--- config.mk ---
export PLATFORM = sky130hd
export DESIGN_NAME = pmtc_rule_ram
export DESIGN_NICKNAME = d
export VERILOG_FILES = /design/src/rtl/core/pmtc_pkg.sv /design/src/rtl/core/pmtc_rule_ram.sv
export SDC_FILE = /design/constraint.sdc
export NUM_CORES = 1
export LEC_CHECK = 0
export BUFFER_PORTS_ARGS = -buffer_cell sky130_fd_sc_hd__buf_2
export CAP_MARGIN = 0
export CORE_MARGIN = 2
export CORE_UTILIZATION = 51
export CTS_CLUSTER_SIZE = 30
export DETAILED_ROUTE_END_ITERATION = 8
export GPL_TIMING_DRIVEN = 0
export PLACE_DENSITY_LB_ADDON = 0.08
export SLEW_MARGIN = 20
export SYNTH_ARGS = -nofsm -noshare
export SYNTH_HDL_FRONTEND = slang
export SYNTH_SLANG_ARGS = --single-unit
export TNS_END_PERCENT = 50
--- constraint.sdc ---
create_clock -name clk -period 7.3 [get_ports clk]
set_input_delay 0.73 -clock clk [delete_from_list [all_inputs] [get_ports clk]]
set_output_delay 0.73 -clock clk [all_outputs]
set_load 0.03 [all_outputs]
--- src/rtl/core/pmtc_pkg.sv ---
// Package for the power-mode transition checker.
// Holds the item, result and rule types, status and state codes.
// No dependencies.
`timescale 1ns / 1ps

package pmtc_pkg;

  localparam int MODE_W   = 3;
  localparam int COST_W   = 24;
  localparam int TOTAL_W  = 48;
  localparam int COUNT_W  = 32;

  localparam logic ACT_ADD     = 1'b0;
  localparam logic ACT_REQUEST = 1'b1;

  typedef enum logic [2:0] {
    ST_MOVED   = 3'd0,
    ST_SAME    = 3'd1,
    ST_NORULE  = 3'd2,
    ST_ADDED   = 3'd3,
    ST_FULL    = 3'd4,
    ST_BADMODE = 3'd5
  } pmtc_status_t;

  typedef enum logic {
    PMTC_IDLE,
    PMTC_SCAN
  } pmtc_state_t;

  typedef struct packed {
    logic              action;
    logic [MODE_W-1:0] source_mode;
    logic [MODE_W-1:0] dest_mode;
    logic [COST_W-1:0] energy_cost;
    logic [COST_W-1:0] latency;
  } pmtc_item_t;

  typedef struct packed {
    pmtc_status_t       status;
    logic [MODE_W-1:0]  mode;
    logic [TOTAL_W-1:0] energy_total;
    logic [TOTAL_W-1:0] uptime_total;
    logic [COUNT_W-1:0] move_count;
  } pmtc_result_t;

  typedef struct packed {
    logic [MODE_W-1:0] src_mode;
    logic [MODE_W-1:0] to_mode;
    logic [COST_W-1:0] energy;
    logic [COST_W-1:0] lat;
  } pmtc_rule_t;

endpackage

--- src/rtl/core/pmtc_rule_ram.sv ---
// Rule table storage: one write port, one registered read port.
// Depends on pmtc_pkg for the rule type.
`timescale 1ns / 1ps

module pmtc_rule_ram
  import pmtc_pkg::*;
#(
  parameter int DEPTH = 16,
  parameter int IDX_W = 4
) (
  input  logic             clk,
  input  logic             wr_en,
  input  logic [IDX_W-1:0] wr_addr,
  input  pmtc_rule_t       wr_data,
  input  logic             rd_en,
  input  logic [IDX_W-1:0] rd_addr,
  output pmtc_rule_t       rd_data
);

  pmtc_rule_t mem [DEPTH];

  always_ff @(posedge clk) begin
    if (wr_en) begin
      mem[wr_addr] <= wr_data;
    end
  end

  always_ff @(posedge clk) begin
    if (rd_en) begin
      rd_data <= mem[rd_addr];
    end
  end

endmodule

==> results of run 1 <==
worst paths after layout:
path	to	slack, ns
setup / recovery	rd_data[4]	4.78
setup reg to reg	rd_data[4]	5.77
hold reg to reg	rd_data[43]	0.73
hold / removal	mem[12][11]	0.46
logic make-up after synthesis:
group,count (synthesis)
simple gates,81
mux,216
compound gates,108
flops,918
buf+inv,71
layout by cell type, fill, tap and decap left out, types with 18 or more instances in the layout:
cell and n:
sky130_fd_sc_hd__buf_2 125, sky130_fd_sc_hd__a22oi_1 108, sky130_fd_sc_hd__mux4_2 216, sky130_fd_sc_hd__edfxtp_1 918, sky130_fd_sc_hd__clkbuf_16 97, sky130_fd_sc_hd__buf_16 26, sky130_fd_sc_hd__nand2_1 55, sky130_fd_sc_hd__buf_6 18
sky130_fd_sc_hd__buf_4 35, sky130_fd_sc_hd__clkbuf_1 67
metrics by stage:
| step | setup slack (ns) | TNS, ns |
|---|---|---|
| after floorplan | 1.844 | 0 |
| after global placement | -2.990 | -604.33 |
| after detailed placement | 4.144 | 0 |
| after CTS | 4.817 | 0 |
| after global routing | 4.718 | 0 |
| final | 4.784 | 0 |
area by class of cell:
class,instances,area share
Antenna cell,1,0.00006285
Tap cell,864,0.02715
Sequential cell,918,0.6924
Timing Repair Buffer,190,0.04645
Clock buffer,130,0.06408
Clock inverter,35,0.006034
Buffer,71,0.01003
Multi-Input combinational cell,405,0.1538
flip-flops by register name, indices dropped and copies added (netlist names):
name / flops
mem: 864
rd_data: 54
power by group:
| part | switching [uW] | leakage (uW) | internal [uW] |
|---|---|---|---|
| sequential | 26.4 | 0.00834 | 5940 |
| combinational | 373 | 0.00311 | 226 |
| clock | 1880 | 0.00135 | 2530 |
worst max-delay path, stage by stage:
cell and delay (ns):
sky130_fd_sc_hd__buf_4 0.20, sky130_fd_sc_hd__buf_2 0.31, sky130_fd_sc_hd__clkbuf_1 0.81, sky130_fd_sc_hd__mux4_2 0.41
sky130_fd_sc_hd__a22oi_1 0.19, sky130_fd_sc_hd__nand2_1 0.18
metal layers:
metal / wire, um / global-route usage / vias to the layer above
met1: 30830 / 0.3067 / 8298
met4: 1362 / 0.06089 / 12
li1: - / - / 6610
met5: 77 / 0 / -
met3: 4609 / 0.04340 / 95
met2: 39410 / 0.3881 / 483
==> out/metrics.sh, run 1 <==
GRT_PASS1_WL_MM=110.7
FINAL.PERIOD_UTILIZATION=0.3447
INSERTION_DELAY_NS=0.63
SYNTH_TOP_CELLS_BY_COUNT='sky130_fd_sc_hd__edfxtp_1, sky130_fd_sc_hd__mux4_2, sky130_fd_sc_hd__a22oi_1'
FILLERINSTANCES=4685
SYNTHDOMINANTCELLAREASHARE=0.8113
ENDPOINT_TYPE_OF_THE_WORST_SETUP_PATH='register'
POST_SYNTHESIS_XOR_XNOR_AREA_FRACTION=0
DRT_ITER0_MARKERS=1475
CTS.CLK_SLEW.WORST_PATHS_NS=0.06
FLOORPLAN.DIE.WIDTH_UM=262.1
FIN_NETS=1744
SYNTH_NETS=1459
MIN-DELAY-PATH-CLASS='input pin to register'
DPL_WIRE_LENGTH_MM=47.84
MAPPEDNETLISTAREA_SQ_UM=33980
DRC_ERRORS=0
FINISH.UTILIZATION=0.6045
FIN_TOTAL_PWR_uW=10970
GRT_REMAINING_OVERFLOW=0
YOSYSSEQAREASHARE=0.8113
GRT_START_MAX_NET_PINS=33
TOTAL_LEAKAGE_POWER_uW=0.01281
FINAL-SEQ-AREA_SQ_UM=27570
CORE-AREA_SQ_UM=65860
SYNTHFLOPTYPE='sky130_fd_sc_hd__edfxtp_1'
ROUTABILITYCONGESTION=0.7010
CRITICAL_PATH_MAXIMUM_FANOUT=10
ROUTE.DETAILED.WL_PER_INST_UM=29.19
CTS_HOLD_REPAIR.BUFFERS=0
WHS_NS=0.4624
SYNTH_FA_HA_AREA_FRAC=0
NUM_VIAS=15500
CLOCK_SINKS=918
FIN_SKEW_NS=0.01211
CRITICAL_PATH.REG2REG.STARTPOINT='mem[11][4]'
POST_SYNTH_ARST_SHARE=0
DRIVE_GT1_FRAC=0.3242
SYNTH-SIMPLE-AREA-SHARE=0.009869
DIE_AREA_SQ_UM=68700
OUTCOME='completed'
SYNTH.AVG_CELL_AREA_SQ_UM=24.37
CTS_POST_SETUP_BUFFERS_INSERTED=0
PEAK_FREQ_MHz=397.4
PLACEMENT.CELL_AREA_SQ_UM=37020
FIRST_GLOBAL_VIAS=16380
GRT_ANTENNA_BEFORE_REPAIR=8
TOTAL_SETUP_VIOLATIONS_REPORTED_AT_THE_END_OF_THE_FLOW=0
CP_DATA_ARRIVAL_TIME_NS=2.87
DR.PASS1.ITERS=5
VIAS_PER_CELL=5.929
SYNTH_TOP_CELLS_BY_AREA='sky130_fd_sc_hd__edfxtp_1, sky130_fd_sc_hd__mux4_2, sky130_fd_sc_hd__a22oi_1'
NUMBER_OF_CELL_INSTANCES_ON_THE_WORST_REGISTER_TO_REGISTER_PATH=3
POSTCTSRESIZEDCELLS=0
TIMING_WORST_SLEW_PIN_VALUE_NS=1.047
TRITONCTS_CLOCK_TREE='built'
MIN_PATH_CELLS=1
ANT_NETS=0
NUMPLACEDINSTANCES=2448
CELL_WITH_THE_MOST_INSTANCES_AFTER_SYNTHESIS='sky130_fd_sc_hd__edfxtp_1'
SYN-INSTANCE-COUNT=1394
SYNTH_TOP_FAMILY_BY_AREA='multiplexers'
STDCELL_AREA_SQ_UM=39810
TRITONCTS_BUFFERS=93
SYNTH_COMPOUND_GATE_AREA_SHARE=0.02386
FINAL_CELLS=2614
BOUNDARYPINS=119
PORTBUFFERS=116
START_UTIL=0.5159
YOSYS-MUX-AREA-FRACTION=0.1432
DRV_CAP=0
POWER.DENSITY_nW_PER_UM2=275.6
WORST-SETUP-PATH-TYPE='input pin to register'
MAX-VDD-IR-DROP_uV=176.2
FINAL_PERIOD_MINUS_WORST_SETUP_SLACK_NS=2.516
RELSLEWSLACK=0.3021
ROW_COUNT=94
CTS_MAX_PATH_BUFFERS=3
TIMING_HOLD_VIOLATIONS_FINAL=0
HTREE_NUM_LEVELS=3
CHIPHEIGHT_UM=262.1
HOLD_PATH_STARTPOINT='wr_data[11]'
SETUP.WORST_PATH.START_CLASS='input pin'
YOSYS_REGISTER_BITS=918
FINALMAXSLEWVIOLATIONS=0
SYNTH_AREA_LEADER_CELL='sky130_fd_sc_hd__edfxtp_1'
WORSTPATHREQUIRED_NS=7.65
FLOW.AREA_GROWTH_FROM_SYNTHESIS_PCT=17.18
WIRE_LENGTH_REPORTED_BY_THE_DETAILED_ROUTER_MM=76.29
RSZ0062_AT_GRT='no'
GRT_USE_TOTAL=0.2284
MULTI_INPUT_AREA_SQ_UM=6123
CTS-ROOT-BUF='sky130_fd_sc_hd__clkbuf_16'
YOSYSUNIQUECELLTYPES=17
SYN_WARNINGS=0
SYNTH_EDF_COUNT=918
CRIT_PATH_START='rd_addr[1]'
Power figures use the tool's default switching activity.
==> inputs of run 2 (changes only) <==
- ABC_AREA: unset -> 1
- clock period: 7.3 -> 2.6 ns (I/O delays scaled with it)
==> out/metrics.sh, run 2 <==
TIMING_HOLD_VIOLATIONS_FINAL=0  # unchanged
DRC_ERRORS=0  # unchanged
OUTCOME='completed'
TOTALNEGATIVESETUPSLACK_NS=0  # unchanged
CTS-ROOT-BUF='sky130_fd_sc_hd__clkbuf_16'
CTS_POST_SETUP_BUFFERS_INSERTED=0  # unchanged
FIRST_GLOBAL_VIAS=26020  # +59%
MAX-VDD-IR-DROP_uV=512.8  # +190%
FIN_SKEW_NS=0.02210  # +0.009994 ns
LARGEST_REGISTER_FF_COUNT=864  # unchanged
SYNTH.AVG_CELL_AREA_SQ_UM=10.90  # -55%
GRT_USE_TOTAL=0.3080  # +0.07960
FRACTION_OF_POWER_SPENT_SWITCHING_NETS=0.2330  # +0.02535
WORSTPATHREQUIRED_NS=2.99  # -4.66 ns
FLOW.AREA_GROWTH_FROM_SYNTHESIS_PCT=16.89
GRT_REMAINING_OVERFLOW=0  # unchanged
RELSLEWSLACK=0.2250  # -0.07715
CHIPHEIGHT_UM=279.7  # +6.7%
MIN-DELAY-PATH-CLASS='input pin to register'
ROW_COUNT=101  # +7.4%
CRITICAL_PATH_CELL_BY_CELL='buf_2, buf_4, buf_1, nand3_1, nand3_1, nand2_1'
CP_DATA_ARRIVAL_TIME_NS=2.10  # -0.77 ns
ENDPOINT_TYPE_OF_THE_WORST_SETUP_PATH='register'
ROUTABILITYCONGESTION=0.8513  # +21%
TRITONCTS_CLOCK_TREE='built'
YOSYSSEQAREASHARE=0.7114  # -0.09999
CRITICAL_PATH_MAXIMUM_FANOUT=10  # unchanged
FINALMAXSLEWVIOLATIONS=0  # unchanged
WIRE_LENGTH_REPORTED_BY_THE_DETAILED_ROUTER_MM=119.5  # +57%
START_UTIL=0.5128  # -0.003064
SYN_WARNINGS=0  # unchanged
TOTAL_SETUP_VIOLATIONS_REPORTED_AT_THE_END_OF_THE_FLOW=0  # unchanged
SHARE_CLK_OF_TOTAL_POWER=0.406  # +0.004
FINAL_CELLS=4925  # +88%
SYNTH_TOP_CELLS_BY_COUNT='sky130_fd_sc_hd__nand2_1, sky130_fd_sc_hd__edfxtp_1, sky130_fd_sc_hd__inv_1'
FINAL_COMMON_CELL='sky130_fd_sc_hd__nand2_1'
CELL_WITH_THE_MOST_INSTANCES_AFTER_SYNTHESIS='sky130_fd_sc_hd__nand2_1'
SLOWEST_STAGE='sky130_fd_sc_hd__buf_1'
POWER.DENSITY_nW_PER_UM2=716.2  # +160%
DRV_CAP=0  # unchanged
INSERTION_DELAY_NS=0.66  # +0.03 ns
GRT_PASS1_WL_MM=172.3  # +56%
YOSYSUNIQUECELLTYPES=15  # -2
HTREE_NUM_LEVELS=3  # unchanged
FINAL.PERIOD_UTILIZATION=0.6603
BIGGESTREGSBYFLOPS='mem: 864 flops, rd_data: 54 flops'
VIAS_PER_CELL=5.470  # -7.7%
CRITPATHTOPFAMILY='buffers and inverters'
CORE-AREA_SQ_UM=75570  # +15%
MAPPEDNETLISTAREA_SQ_UM=38750  # +14%
YOSYS_REGISTER_BITS=918  # unchanged
PORTBUFFERS=114  # -1.7%
SETUP.WORST_PATH.START_CLASS='input pin'
FLOORPLAN.DIE.WIDTH_UM=279.7  # +6.7%
WORST-SETUP-PATH-TYPE='input pin to register'
CLOCK_SINKS=918  # unchanged
DPL_WIRE_LENGTH_MM=77.96  # +63%
POWER.NET_SWITCHING_uW=7559  # +230%
GRT_START_MAX_NET_PINS=29  # -12%
FIN_NETS=3932  # +130%
CRIT_BUF_INV=3  # unchanged
SYN-INSTANCE-COUNT=3555  # +160%
SYNTH-SIMPLE-AREA-SHARE=0.1962  # +0.1863
TOTAL_LEAKAGE_POWER_uW=0.01928  # +50%
SYNTH_TOP_FAMILY_BY_AREA='simple AND/OR/NAND/NOR gates'
SYNTH_NETS=3620  # +150%
SYNTH_AREA_LEADER_CELL='sky130_fd_sc_hd__edfxtp_1'
YOSYS-MUX-AREA-FRACTION=0  # -0.1432
POST_SYNTHESIS_XOR_XNOR_AREA_FRACTION=0  # unchanged
DR.PASS1.ITERS=6  # +1
SYNTH_COMPOUND_GATE_AREA_SHARE=0  # -0.02386
SYNTH_TOP_CELLS_BY_AREA='sky130_fd_sc_hd__edfxtp_1, sky130_fd_sc_hd__nand2_1, sky130_fd_sc_hd__nand3_1'
FINALWORSTSETUPSLACK_NS=0.8831  # -3.900 ns
SYNTHDOMINANTCELLAREASHARE=0.7114  # -0.09999
TIMING.CRITICAL_PATH.MODE_CELL='sky130_fd_sc_hd__nand3_1'
PEAK_FREQ_MHz=582.5
SYNTH_EDF_COUNT=918  # unchanged
INTERNAL-POWER_uW=24890  # +190%
PRECTSSETUPSLACK_NS=0.1992  # -3.944 ns
SYNTH_FA_HA_AREA_FRAC=0  # unchanged
TIMING_WORST_SLEW_PIN_VALUE_NS=1.163  # +0.1157 ns
NUM_VIAS=26940  # +74%
SYNTHFLOPTYPE='sky130_fd_sc_hd__edfxtp_1'
FLOP_PWR_SHARE=0.516  # -0.028
FILLERINSTANCES=6034  # +29%
NUMPLACEDINSTANCES=4696  # +92%
STDCELL_AREA_SQ_UM=45300  # +14%
DRT_ITER0_MARKERS=3327  # +130%
FINAL_PERIOD_MINUS_WORST_SETUP_SLACK_NS=1.717
TRITONCTS_BUFFERS=96  # +3.2%
POWER.SHARE.COMBINATIONAL=0.078  # +0.023
FINAL_CELL_MIX='sky130_fd_sc_hd__nand2_1, sky130_fd_sc_hd__edfxtp_1, sky130_fd_sc_hd__inv_1'
CRIT_PATH_MAX_INCR_DELAY_NS=0.81  # about the same
GRT_ANTENNA_BEFORE_REPAIR=3  # -5
DIE_AREA_SQ_UM=78210  # +14%
BOUNDARYPINS=119  # unchanged
CTS_MAX_PATH_BUFFERS=3  # unchanged
CTS.CLK_SLEW.WORST_PATHS_NS=0.06  # about the same
POST_SYNTH_ARST_SHARE=0  # unchanged
PLACEMENT.CELL_AREA_SQ_UM=41810  # +13%
ANT_NETS=0  # unchanged
DRIVE_GT1_FRAC=0.1138  # -0.2104
TOP_REGISTER='mem'
WHS_NS=0.02711  # -0.4353 ns
ROUTE.DETAILED.WL_PER_INST_UM=24.26  # -17%
RSZ0062_AT_GRT='no'
-- run 2: cell count changes after synthesis, moves of 19 or more --
cell                       previous run  this run
sky130_fd_sc_hd__nand2_1             55      1139
sky130_fd_sc_hd__inv_1                0       650
sky130_fd_sc_hd__nand3_1              1       649
sky130_fd_sc_hd__mux4_2             216         0
sky130_fd_sc_hd__a22oi_1            108         0
sky130_fd_sc_hd__buf_2               10        77
sky130_fd_sc_hd__buf_6               14        38
sky130_fd_sc_hd__clkbuf_1            34        15
-- run 2: power groups by stage --
stage	sequential [uW]	clock, uW	combinational (uW)
2_1_floorplan	17200	0	1110
3_3_place_gp	17100	0	2300
3_5_place_dp	17100	0	2430
4_1_cts	16700	13300	2500
5_1_grt	16800	13800	2690
6_report	16700	13200	2520
-- run 2: per-stage QoR --
stage / power, uW / utilization
4_1_cts: 32550 / 0.5994
3_5_place_dp: 19490 / 0.5533
3_3_place_gp: 19380 / 0.5365
2_1_floorplan: 18330 / -
6_report: 32440 / 0.5994
5_1_grt: 33300 / 0.5994
-- run 2: logic make-up (layout without fill, tap and decap cells) --
| family | after synthesis | after routing |
|---|---|---|
| AND/OR/NAND/NOR | 1807 | 1807 |
| flip-flops | 918 | 918 |
| buffers and inverters | 830 | 1220 |
| other | 0 | 2 |
-- run 2: repair_timing --
item                      in CTS  in global routing
resized for setup              0                  0
hold endpoints to repair     739                  0
hold buffers                  51                  0
-- run 2: final cells by class --
cell class	instances	area, sq um	area share
Buffer	176	1127	0.02489
Clock inverter	53	401.6	0.008866
Sequential cell	918	27570	0.6086
Inverter	654	2462	0.05436
Clock buffer	123	2567	0.05668
Antenna cell	2	5.005	0.0001105
Multi-Input combinational cell	1807	7722	0.1705
Tap cell	978	1224	0.02701
Timing Repair Buffer	214	2222	0.04906
-- run 2: routing by layer --
| metal | up-vias | routed length, um | track usage |
|---|---|---|---|
| li1 | 12180 | - | - |
| met1 | 13040 | 46250 | 0.3989 |
| met2 | 1402 | 56990 | 0.5096 |
| met3 | 320 | 10650 | 0.05471 |
| met4 | 4 | 5561 | 0.1404 |
| met5 | - | 26 | 0 |
-- run 2: final timing paths --
check	startpoint	endpoint	slack [ns]	depth (start not counted)
min reg2reg	mem[11][44]	rd_data[44]	0.74	6
max	rd_addr[2]	rd_data[36]	0.88	6
max reg2reg	mem[13][31]	rd_data[31]	1.35	6
min	wr_data[29]	mem[9][29]	0.03	1
